### src/sv/smpe_pkg.sv
package smpe_pkg;

   // event kinds carried on req_tuser
   typedef enum logic [1:0] {
      FUNC_MOTION = 2'd0,
      FUNC_BUTTON = 2'd1,
      FUNC_SYNC   = 2'd2,
      FUNC_DRAIN  = 2'd3
   } func_type;

   // button codes
   localparam logic [2:0] BTN_LEFT   = 3'd0;
   localparam logic [2:0] BTN_MIDDLE = 3'd1;
   localparam logic [2:0] BTN_RIGHT  = 3'd2;

   // packet constants
   localparam logic [1:0] PKT_HEAD_TAG  = 2'b01;
   localparam logic [7:0] PKT_MIDDLE_ON = 8'h20;
   localparam logic [1:0] PKT_LAST3     = 2'd2;
   localparam logic [1:0] PKT_LAST4     = 2'd3;
   localparam logic [2:0] PKT_LEN3      = 3'd3;
   localparam logic [2:0] PKT_LEN4      = 3'd4;

   // most bytes sent for one word
   localparam int         SEND_W   = 6;
   localparam logic [5:0] MAX_SEND = 6'd32;

   // controller states
   typedef enum logic [2:0] {
      ST_IDLE,
      ST_BUILD,
      ST_WRITE,
      ST_CALC,
      ST_READ,
      ST_OUT
   } state_type;

   // controller to datapath
   typedef struct packed {
      logic accept;
      logic build;
      logic write;
      logic calc;
      logic read;
   } cmd_type;

   // datapath to controller
   typedef struct packed {
      logic fits;
      logic write_last;
      logic send_zero;
      logic more;
   } status_type;

endpackage

### src/sv/serial_mouse_packet_encoder.sv
// Serial mouse packet encoder. Words on req_ are events selected by req_tuser: motion adds
// the low 8 bits of the signed value to the X or Y accumulator, button sets left, middle or
// right, sync builds a 3-byte packet (4 bytes when middle is down or has changed), clears the
// accumulators and queues it, and both sync and drain then send min(room, fill, 32) bytes from
// the queue head on rsp_, one word per byte, with rsp_tlast on the final byte of the event.
// A packet that does not fit the QUEUE_DEPTH-byte queue is dropped. Motion and button events
// are taken in the idle state. A sync builds the packet, writes each packet byte through the
// single queue write port, and sizes the send; a drain only sizes the send. Sending then
// starts with the first queue read, after which one byte leaves per cycle while rsp_tready is
// high. A new event is taken once the last byte is gone.
module serial_mouse_packet_encoder #(
   parameter int QUEUE_DEPTH = 32
) (
   input  logic        clock,
   input  logic        reset,
   input  logic        req_tvalid,
   output logic        req_tready,
   input  logic [31:0] req_tdata,  // axis_select, motion_value, button_select, button_down, room
   input  logic [1:0]  req_tuser,  // func
   output logic        rsp_tvalid,
   input  logic        rsp_tready,
   output logic [7:0]  rsp_tdata,  // out_byte
   output logic        rsp_tlast   // is_last
);
   import smpe_pkg::*;

   cmd_type    cmd;
   status_type status;

   // sequencing
   smpe_ctrl u_ctrl (
      .clock      (clock),
      .reset      (reset),
      .req_tvalid (req_tvalid),
      .req_tready (req_tready),
      .req_func   (req_tuser),
      .rsp_tvalid (rsp_tvalid),
      .rsp_tready (rsp_tready),
      .cmd        (cmd),
      .status     (status)
   );

   // accumulators, packet builder and byte queue
   smpe_dp #(
      .QUEUE_DEPTH (QUEUE_DEPTH)
   ) u_dp (
      .clock             (clock),
      .reset             (reset),
      .cmd               (cmd),
      .status            (status),
      .req_func          (req_tuser),
      .req_axis_select   (req_tdata[0]),
      .req_motion_value  (req_tdata[16:1]),
      .req_button_select (req_tdata[19:17]),
      .req_button_down   (req_tdata[20]),
      .req_room          (req_tdata[26:21]),
      .rsp_out_byte      (rsp_tdata),
      .rsp_is_last       (rsp_tlast)
   );

endmodule

### src/sv/smpe_ctrl.sv
module smpe_ctrl (
   input  logic                  clock,
   input  logic                  reset,
   input  logic                  req_tvalid,
   output logic                  req_tready,
   input  logic [1:0]            req_func,
   output logic                  rsp_tvalid,
   input  logic                  rsp_tready,
   output smpe_pkg::cmd_type     cmd,
   input  smpe_pkg::status_type  status
);
   import smpe_pkg::*;

   state_type state_ff;
   state_type state_in;
   logic      accept;

   assign accept = req_tvalid && (state_ff == ST_IDLE);

   // state register
   always_ff @(posedge clock) begin
      if (reset) begin
         state_ff <= ST_IDLE;
      end else begin
         state_ff <= state_in;
      end
   end

   // next state
   always_comb begin
      state_in = state_ff;
      unique case (state_ff)
         ST_IDLE: begin
            if (accept) begin
               if (req_func == FUNC_SYNC) begin
                  state_in = ST_BUILD;
               end else if (req_func == FUNC_DRAIN) begin
                  state_in = ST_CALC;
               end
            end
         end
         ST_BUILD: begin
            state_in = status.fits ? ST_WRITE : ST_CALC;
         end
         ST_WRITE: begin
            if (status.write_last) begin
               state_in = ST_CALC;
            end
         end
         ST_CALC: begin
            state_in = status.send_zero ? ST_IDLE : ST_READ;
         end
         ST_READ: begin
            state_in = ST_OUT;
         end
         ST_OUT: begin
            if (rsp_tready && !status.more) begin
               state_in = ST_IDLE;
            end
         end
         default: begin
            state_in = ST_IDLE;
         end
      endcase
   end

   // outputs and commands
   always_comb begin
      req_tready = 1'b0;
      rsp_tvalid = 1'b0;
      cmd        = '0;
      unique case (state_ff)
         ST_IDLE: begin
            req_tready = 1'b1;
            cmd.accept = accept;
         end
         ST_BUILD: begin
            cmd.build = 1'b1;
         end
         ST_WRITE: begin
            cmd.write = 1'b1;
         end
         ST_CALC: begin
            cmd.calc = 1'b1;
         end
         ST_READ: begin
            cmd.read = 1'b1;
         end
         ST_OUT: begin
            rsp_tvalid = 1'b1;
            cmd.read   = rsp_tready && status.more;
         end
         default: begin
            req_tready = 1'b0;
         end
      endcase
   end

endmodule

### src/sv/smpe_dp.sv
module smpe_dp #(
   parameter int QUEUE_DEPTH = 32
) (
   input  logic                  clock,
   input  logic                  reset,
   input  smpe_pkg::cmd_type     cmd,
   output smpe_pkg::status_type  status,
   input  logic [1:0]            req_func,
   input  logic                  req_axis_select,
   input  logic [15:0]           req_motion_value,
   input  logic [2:0]            req_button_select,
   input  logic                  req_button_down,
   input  logic [5:0]            req_room,
   output logic [7:0]            rsp_out_byte,
   output logic                  rsp_is_last
);
   import smpe_pkg::*;

   localparam int PTR_W = $clog2(QUEUE_DEPTH);
   localparam int CNT_W = $clog2(QUEUE_DEPTH + 1);
   localparam int CMP_W = (CNT_W > SEND_W) ? CNT_W : SEND_W;
   localparam logic [PTR_W-1:0] LAST_PTR = PTR_W'(QUEUE_DEPTH - 1);
   localparam logic [CNT_W:0]   DEPTH_EXT = (CNT_W + 1)'(QUEUE_DEPTH);

   logic [7:0]        mem [QUEUE_DEPTH];
   logic [7:0]        sum_x_ff;
   logic [7:0]        sum_y_ff;
   logic              left_ff;
   logic              right_ff;
   logic              middle_ff;
   logic              middle_chg_ff;
   logic [5:0]        room_ff;
   logic [7:0]        pkt_ff [4];
   logic              len4_ff;
   logic [1:0]        idx_ff;
   logic [PTR_W-1:0]  head_ff;
   logic [PTR_W-1:0]  tail_ff;
   logic [CNT_W-1:0]  count_ff;
   logic [SEND_W-1:0] left_n_ff;
   logic [7:0]        rd_data_ff;

   logic              len4;
   logic [CNT_W:0]    fill_sum;
   logic [SEND_W-1:0] room_lim;
   logic [CMP_W-1:0]  room_ext;
   logic [CMP_W-1:0]  count_ext;
   logic [SEND_W-1:0] send_n;

   // packet length and room check
   assign len4     = middle_ff || middle_chg_ff;
   assign fill_sum = {1'b0, count_ff} + (CNT_W + 1)'(len4 ? PKT_LEN4 : PKT_LEN3);

   // bytes to send: smallest of room, queue fill and the send limit
   assign room_lim  = (room_ff > MAX_SEND) ? MAX_SEND : room_ff;
   assign room_ext  = CMP_W'(room_lim);
   assign count_ext = CMP_W'(count_ff);
   assign send_n    = (count_ext < room_ext) ? SEND_W'(count_ext) : room_lim;

   assign status.fits       = (fill_sum <= DEPTH_EXT);
   assign status.write_last = (idx_ff == (len4_ff ? PKT_LAST4 : PKT_LAST3));
   assign status.send_zero  = (send_n == '0);
   assign status.more       = (left_n_ff != '0);

   assign rsp_out_byte = rd_data_ff;
   assign rsp_is_last  = (left_n_ff == '0);

   // motion accumulators and button state
   always_ff @(posedge clock) begin
      if (reset) begin
         sum_x_ff      <= '0;
         sum_y_ff      <= '0;
         left_ff       <= 1'b0;
         right_ff      <= 1'b0;
         middle_ff     <= 1'b0;
         middle_chg_ff <= 1'b0;
      end else if (cmd.accept) begin
         if (req_func == FUNC_MOTION) begin
            if (req_axis_select) begin
               sum_y_ff <= sum_y_ff + req_motion_value[7:0];
            end else begin
               sum_x_ff <= sum_x_ff + req_motion_value[7:0];
            end
         end else if (req_func == FUNC_BUTTON) begin
            unique case (req_button_select)
               BTN_LEFT: begin
                  left_ff <= req_button_down;
               end
               BTN_MIDDLE: begin
                  middle_ff     <= req_button_down;
                  middle_chg_ff <= 1'b1;
               end
               BTN_RIGHT: begin
                  right_ff <= req_button_down;
               end
               default: begin
                  // unused button codes leave the state alone
               end
            endcase
         end
      end else if (cmd.build) begin
         sum_x_ff <= '0;
         sum_y_ff <= '0;
         if (len4) begin
            middle_chg_ff <= 1'b0;
         end
      end
   end

   // latched room and packet bytes
   always_ff @(posedge clock) begin
      if (cmd.accept) begin
         room_ff <= req_room;
      end
      if (cmd.build) begin
         pkt_ff[0] <= {PKT_HEAD_TAG, left_ff, right_ff, sum_y_ff[7:6], sum_x_ff[7:6]};
         pkt_ff[1] <= {2'b00, sum_x_ff[5:0]};
         pkt_ff[2] <= {2'b00, sum_y_ff[5:0]};
         pkt_ff[3] <= middle_ff ? PKT_MIDDLE_ON : 8'h00;
         len4_ff   <= len4;
      end
   end

   // queue pointers, fill count and send counter
   always_ff @(posedge clock) begin
      if (reset) begin
         head_ff   <= '0;
         tail_ff   <= '0;
         count_ff  <= '0;
         idx_ff    <= '0;
         left_n_ff <= '0;
      end else begin
         if (cmd.build) begin
            idx_ff <= '0;
         end
         if (cmd.write) begin
            idx_ff   <= idx_ff + 2'd1;
            tail_ff  <= (tail_ff == LAST_PTR) ? '0 : tail_ff + PTR_W'(1);
            count_ff <= count_ff + CNT_W'(1);
         end
         if (cmd.calc) begin
            left_n_ff <= send_n;
         end
         if (cmd.read) begin
            head_ff   <= (head_ff == LAST_PTR) ? '0 : head_ff + PTR_W'(1);
            count_ff  <= count_ff - CNT_W'(1);
            left_n_ff <= left_n_ff - SEND_W'(1);
         end
      end
   end

   // byte queue storage, read data doubles as the output register
   always_ff @(posedge clock) begin
      if (cmd.write) begin
         mem[tail_ff] <= pkt_ff[idx_ff];
      end
      if (cmd.read) begin
         rd_data_ff <= mem[head_ff];
      end
   end

endmodule
### config.mk
export PLATFORM = sky130hd
export DESIGN_NAME = serial_mouse_packet_encoder
export DESIGN_NICKNAME = d
export VERILOG_FILES = /design/src/sv/smpe_pkg.sv /design/src/sv/serial_mouse_packet_encoder.sv /design/src/sv/smpe_ctrl.sv /design/src/sv/smpe_dp.sv
export SDC_FILE = /design/constraint.sdc
export NUM_CORES = 1
export LEC_CHECK = 0
export BUFFER_PORTS_ARGS = -buffer_cell sky130_fd_sc_hd__buf_2
export CAP_MARGIN = 20
export CORE_MARGIN = 8
export CORE_UTILIZATION = 45
export DETAILED_ROUTE_END_ITERATION = 8
export PLACE_DENSITY = 0.72
export SLEW_MARGIN = 5
export SYNTH_ARGS = -nofsm -noshare
export SYNTH_HDL_FRONTEND = slang
export SYNTH_SLANG_ARGS = --single-unit
export TNS_END_PERCENT = 10
### constraint.sdc
create_clock -name clock -period 7.3 [get_ports clock]
set_input_delay 1.095 -clock clock [delete_from_list [all_inputs] [get_ports clock]]
set_output_delay 1.095 -clock clock [all_outputs]
set_load 0.02 [all_outputs]
==> results of run 1 <==
metal layers:
metal	vias up	share of wire, %
li1	3332	-
met1	3561	46
met2	201	47
met3	39	5.2
met4	0	2.1
met5	-	0
flip-flops by register name (all words and copies together) (netlist names), 2 cells and up, named ones only:
register / count
u_dp.idx_ff: 2
u_dp.rsp_out_byte: 7
u_dp.count_ext: 6
u_dp.room_ff: 6
u_dp.mem: 224
u_dp.sum_y_ff: 8
u_dp.head_ff: 5
u_dp.tail_ff: 5
u_ctrl.state_ff: 3
u_dp.sum_x_ff: 8
u_dp.left_n_ff: 6
u_dp.pkt_ff: 19
layout make-up:
type	instances	area [um^2]	area share, %
clock buffer	39	785	5.35
clock inverter	17	178	1.21
inverter	18	67.6	0.460
multi-input combinational	468	4210	28.7
sequential	306	8700	59.3
tap	384	480	3.27
timing repair buffer	43	253	1.72
worst max-delay path by stage:
stage	startpoint	to	slack, ps	cells after the start
after floorplan	rsp_tready	u_dp.count_ext[5]	4440	10
after global placement	rsp_tready	u_dp.count_ext[5]	3960	12
after detailed placement	rsp_tready	u_dp.count_ext[5]	3920	12
after CTS	u_dp.head_ff[0]	u_dp.rsp_out_byte[0]	4160	4
after global routing	u_dp.head_ff[0]	u_dp.rsp_out_byte[0]	4020	4
final	u_dp.head_ff[0]	u_dp.rsp_out_byte[0]	4230	4
stage by stage:
stage	hold WS [ps]	utilization, %	cell area [um^2]	worst slack [ps]	power (mW)
after floorplan	408	-	13100	4440	2.31
after global placement	426	47.6	13700	3960	2.41
after detailed placement	424	47.7	13700	3920	2.43
after CTS	444	51.1	14700	4160	3.92
after global routing	446	51.1	14700	4020	4.03
final	441	51.1	14700	4230	3.89
synth_stat cells (2+ instances only):
library cell  instances  area [um^2]
mux4_2               71         1600
and2_1                4         25.0
clkbuf_1             26         97.6
nor3_2                2         20.0
a21oi_1              52          260
o21bai_1              2         15.0
edfxtp_1            257         7720
a311oi_1              2         17.5
o211ai_1              4         30.0
a31oi_1               9         56.3
xor2_1                4         35.0
ha_1                 34          425
nand3_1              19         95.1
nand2_1              54          203
mux2_2                8         90.1
and3_1                3         18.8
nor3b_2               2         25.0
inv_1                17         63.8
nand3b_1              8         60.1
a21o_1               12         90.1
a211oi_1              6         45.0
nand4_1               4         25.0
buf_1                 2         7.51
nor2b_1               2         12.5
fa_1                  4         80.1
o31ai_1               3         22.5
or3_1                 3         18.8
mux2i_1              13          130
nor2_1               66          248
xnor2_1              13          114
nor4b_1               3         26.3
dfxtp_1              49          981
nor4_1                5         31.3
buf_2                 9         45.0
o21a_1                2         15.0
nor3_1                6         30.0
o21ai_0              25          125
or3b_2                2         17.5
or4_1                 5         37.5
nand2b_1              4         25.0
power breakdown:
group	switching (mW)	internal (mW)	total [mW]
Clock	0.630	0.864	1.49
Combinational	0.230	0.113	0.343
Sequential	0.0361	2.02	2.05
cells by family (layout without fill, tap and decap cells):
| kind of cell | count (synthesis) | in the layout | share of synthesized area [%] |
|---|---|---|---|
| simple gates | 195 | 195 | 7.24 |
| mux | 92 | 92 | 13.9 |
| flops | 306 | 306 | 66.4 |
| fa+ha+maj | 38 | 38 | 3.86 |
| compound gates | 125 | 125 | 5.76 |
| other cells | 1 | 1 | 0.0286 |
| xor+xnor | 17 | 17 | 1.14 |
| buf+inv | 56 | 117 | 1.72 |
==> results.toml, run 1 <==
[status]
result_of_the_run = "finished clean"

[power]
ir_worst_vdd_mv = 0.187
power.leakage_nw = 4.75
power.density_cell_area_mw_per_mm2 = 265

[clock_tree]
clock_latency_ps = 570
h-tree-depth = 1
clock_sinks = 306
clockRootBuffer = "clkbuf_16"
cts_buffers = 30
post_cts_resized = 0
cts.path.max_buffers = 3
cts_hold_buffers = 0
post-cts-setup-buffers = 0
path_clk_slew_ps = 60
cts_tree = "yes"

[routing]
detail_route.wl_per_cell_um = 19.3
routed_via_density = 5.59
final_antenna_net_count = 0
via_count_of_the_routed_design = 7133
detailedRoute.firstIterationViolations = 584
drt_pre_antenna_iters = 5
totalWireLength_mm = 24.6
drc = 0

[yosys]
netlist-cell-type-count = 54
seq_area_frac_synth_pct = 66.4
mappedNetlistNets = 906
postSynthRegisterBits = 306
synth_enable_flop_cells = 257
synth_top_flop_cell = "edfxtp_1"
syn-cell-area_mm2 = 0.0131
postSynthCellCount = 830
total_of_warnings_raised_by_yosys = 0
synth_async_sr_flop_share_pct = 0
syn_area_per_cell_um2 = 15.8

[grt]
gr-usage-met3_pct = 2.27
groute.layer.met1.usage_pct = 19.5
pin_count_of_the_biggest_net_entering_global_routing = 49
grt_use_met2_pct = 22.1
grt_pass1_vias = 7100
grt.total_usage_pct = 13.8
grt.overflow.total = 0
grt_antenna_before_repair = 0
grt_first_pass_wirelength_mm = 39.2
grt_busiest_layer = "met2"

[min_path]
hold_path_startpoint = "u_dp.left_ff"
worst_hold_check_path_type = "flop to flop"
timing.hold.worst_endpoint = "u_dp.pkt_ff[0][5]"
hold_depth = 0

[die]
floorplan.initialDensity_pct = 45.7
floorplan.core_area_mm2 = 0.0287
num_io_pins = 49
die_height_um = 187
rows = 62
die_x_um = 187
die-area_mm2 = 0.0348

[place]
dpl.hpwl_mm = 15.7
globalplace.congestion = 0.802
dpl.cell_count = 1218
place.port_buffers = 34

[critical_path]
critical_path.most_common_cell = "mux4_2"
worst_path_bufs_invs = 1
reg2reg_setup_slack_ps = 4230
critical_path.max_fanout = 32
worst-endpoint-required_ps = 7610
cpLargestDelayFamily = "multiplexers"
cells_traversed_along_the_worst_timing_path = "buf_4, mux4_2, mux4_2, mux2_2"
cp-end-kind = "flop"
arrival_ps = 3380
crit_path_top_delay_cell = "dfxtp_4"
r2r_cell_count = 4
worst_setup_path_start_kind = "flop"
timing.critical_path.slowest_cell_delay_ps = 730
worst-setup-path-type = "flop to flop"
rr_startpoint = "u_dp.head_ff[0]"
worst_r2r_endpoint = "u_dp.rsp_out_byte[0]"

[timing]
highest_achievable_clock_rate_ghz = 0.326
max_slew_margin_pct = 31.1
finalCritPeriodShare_pct = 42.0
hold_violations = 0
skew_ps = 23.3
timing.final.setup_violations = 0
timing.final.max_slew_violations = 0
setup_repair_after_global_routing_missed_its_margin = "false"
timing_worst_slew_pin_value_ps = 1020
setup_tns_ps = 0
final.min_clock_period_ps = 3070

[finish]
layout_cells_sized_above_1_pct = 20.2
final_net_count = 943
layout-area-overhead-vs-synth_pct = 12.0
n_fill_cell = 2332
layoutNonFillerInstCount = 1275
final_cell_mix = "257 x edfxtp_1, 71 x mux4_2, 65 x nor2_1"
final_antenna_diode_count = 0
final_common_cell = "edfxtp_1"

[run]
drv_cap = 0
Power figures use the tool's default switching activity.
==> run 2: changes to the inputs <==
clock period = 3.1 ns   (was 7.3 ns; I/O delays follow)
==> run 2 against run 1 <==
Core utilization up 0.62 points; clock skew up 9.7 ps; critical path depth up 6; clock power up 140%; first-iteration DRC count down 14%; largest power group unchanged.
==> results.toml, run 2 (synthesized netlist as in run 1, its figures left out) <==
[finish]
final_common_cell = "edfxtp_1"
multi_input_area_mm2 = 0.00420
final_cell_mix = "257 x edfxtp_1, 71 x mux4_2, 65 x nor2_1"
layout-area-overhead-vs-synth_pct = 13.3
layout_cells_sized_above_1_pct = 22.7
regMostFlops = "u_dp.mem"
largest_register_ff_count = 224
layoutNonFillerInstCount = 1295
register_area_mm2 = 0.00870
n_fill_cell = 2341
final_net_count = 964
final_antenna_diode_count = 0
reg_top3 = "u_dp.mem x224, u_dp.pkt_ff x19"

[clock_tree]
cts_hold_buffers = 0
cts_tree = "yes"
clock_latency_ps = 570
post-cts-setup-buffers = 0
path_clk_slew_ps = 60
cts.path.max_buffers = 3
post_cts_resized = 0
clock_sinks = 306
clockRootBuffer = "clkbuf_16"
cts_buffers = 30
h-tree-depth = 1

[grt]
grt_first_pass_wirelength_mm = 40.2
grt.overflow.total = 0
grt_antenna_before_repair = 0
pin_count_of_the_biggest_net_entering_global_routing = 35
grt.total_usage_pct = 14.2
grt_pass1_vias = 7311

[timing]
timing_worst_slew_pin_value_ps = 1000
timing.final.max_slew_violations = 0
skew_ps = 33.0
setup_tns_ps = 0
fin_hold_ws_ps = 95.0
setup_repair_after_global_routing_missed_its_margin = "false"
hold_violations = 0
max_slew_margin_pct = 33.1
final.min_clock_period_ps = 2630
timing.final.ws_setup_ps = 468
timing.final.setup_violations = 0
highest_achievable_clock_rate_ghz = 0.380
finalCritPeriodShare_pct = 84.9

[routing]
totalWireLength_mm = 25.1
drc = 0
routed_via_density = 5.51
final_antenna_net_count = 0
detail_route.wl_per_cell_um = 19.4
drt_pre_antenna_iters = 5
via_count_of_the_routed_design = 7133
detailedRoute.firstIterationViolations = 502

[power]
ir_worst_vdd_mv = 0.450
power.density_cell_area_mw_per_mm2 = 620
power.leakage_nw = 4.87
design_power_total_mw = 9.21

[min_path]
worst_hold_check_path_type = "input pin to flop"

[critical_path]
worst_setup_path_start_kind = "flop"
critical_path.max_fanout = 3
worst-setup-path-type = "flop to flop"
arrival_ps = 3050
cp-end-kind = "flop"
worst-endpoint-required_ps = 3520

[die]
die_x_um = 187
floorplan.initialDensity_pct = 45.7
floorplan.core_area_mm2 = 0.0287
rows = 62
num_io_pins = 49
die-area_mm2 = 0.0348
die_height_um = 187

[run]
drv_cap = 0

[status]
result_of_the_run = "finished clean"

[place]
preCtsSetupSlack_ps = 482
globalplace.congestion = 0.816
dpl.cell_count = 1240
place.port_buffers = 34
dpl.hpwl_mm = 16.5
run 2: changes by cell type in the layout (fill, tap and decap cells not counted):
cell	previous run	this run
nor2_4	1	0
clkinv_1	8	4
clkbuf_1	9	6
clkbuf_8	0	1
buf_8	2	0
buf_4	7	28
clkinv_2	4	8
clkinvlp_4	1	2
nor2_2	0	1
buf_12	0	2
run 2: area by class of cell:
class / count / area share, %
flip-flops and latches: 306 / 58.6
multi-input cells: 468 / 28.3
clock buffers: 37 / 5.30
well taps: 384 / 3.24
repair buffers: 64 / 2.83
clock inverters: 18 / 1.28
inverters: 18 / 0.455
run 2: worst max-delay path: stages (launching register included):
cell and delay, ps:
dfxtp_1 320, or2_2 320, inv_1 140, ha_1 220, fa_1 470, nor4_1 290, a21oi_1 70, nor4_1 320
a311oi_1 100, o21ai_0 140, a31oi_1 120
run 2: path summary, 6_finish.rpt:
kind | startpoint | to | slack [ps] | cells past startpoint
worst min register to register | u_dp.left_ff | u_dp.pkt_ff[0][5] | 440 | 0
worst max-delay path | u_dp.middle_ff | u_ctrl.state_ff[0] | 470 | 10
worst max register to register | u_dp.middle_ff | u_ctrl.state_ff[0] | 470 | 10
worst min-delay path | req_tdata[21] | u_dp.room_ff[0] | 100 | 1
run 2: through the flow:
stage / util, % / area (um^2)
2_1_floorplan: - / 13100
6_report: 51.7 / 14900
5_1_grt: 51.7 / 14900
3_3_place_gp: 48.3 / 13900
4_1_cts: 51.7 / 14900
3_5_place_dp: 48.3 / 13900
run 2: layer usage:
| layer | vias to the layer above | global-route usage [%] | share of wire [%] |
|---|---|---|---|
| li1 | 3376 | - | - |
| met1 | 3526 | 19.6 | 45 |
| met2 | 199 | 23.3 | 48 |
| met3 | 32 | 2.63 | 5.3 |
| met4 | 0 | 2.81 | 1.5 |
| met5 | - | 0 | 0 |
run 2: report_power, final:
group	internal, mW	switching (mW)	total, mW	leakage (nW)
Combinational	0.276	0.549	0.825	1.68
Clock	2.06	1.51	3.56	0.476
Sequential	4.74	0.0747	4.82	2.72
Total	7.08	2.13	9.21	4.87
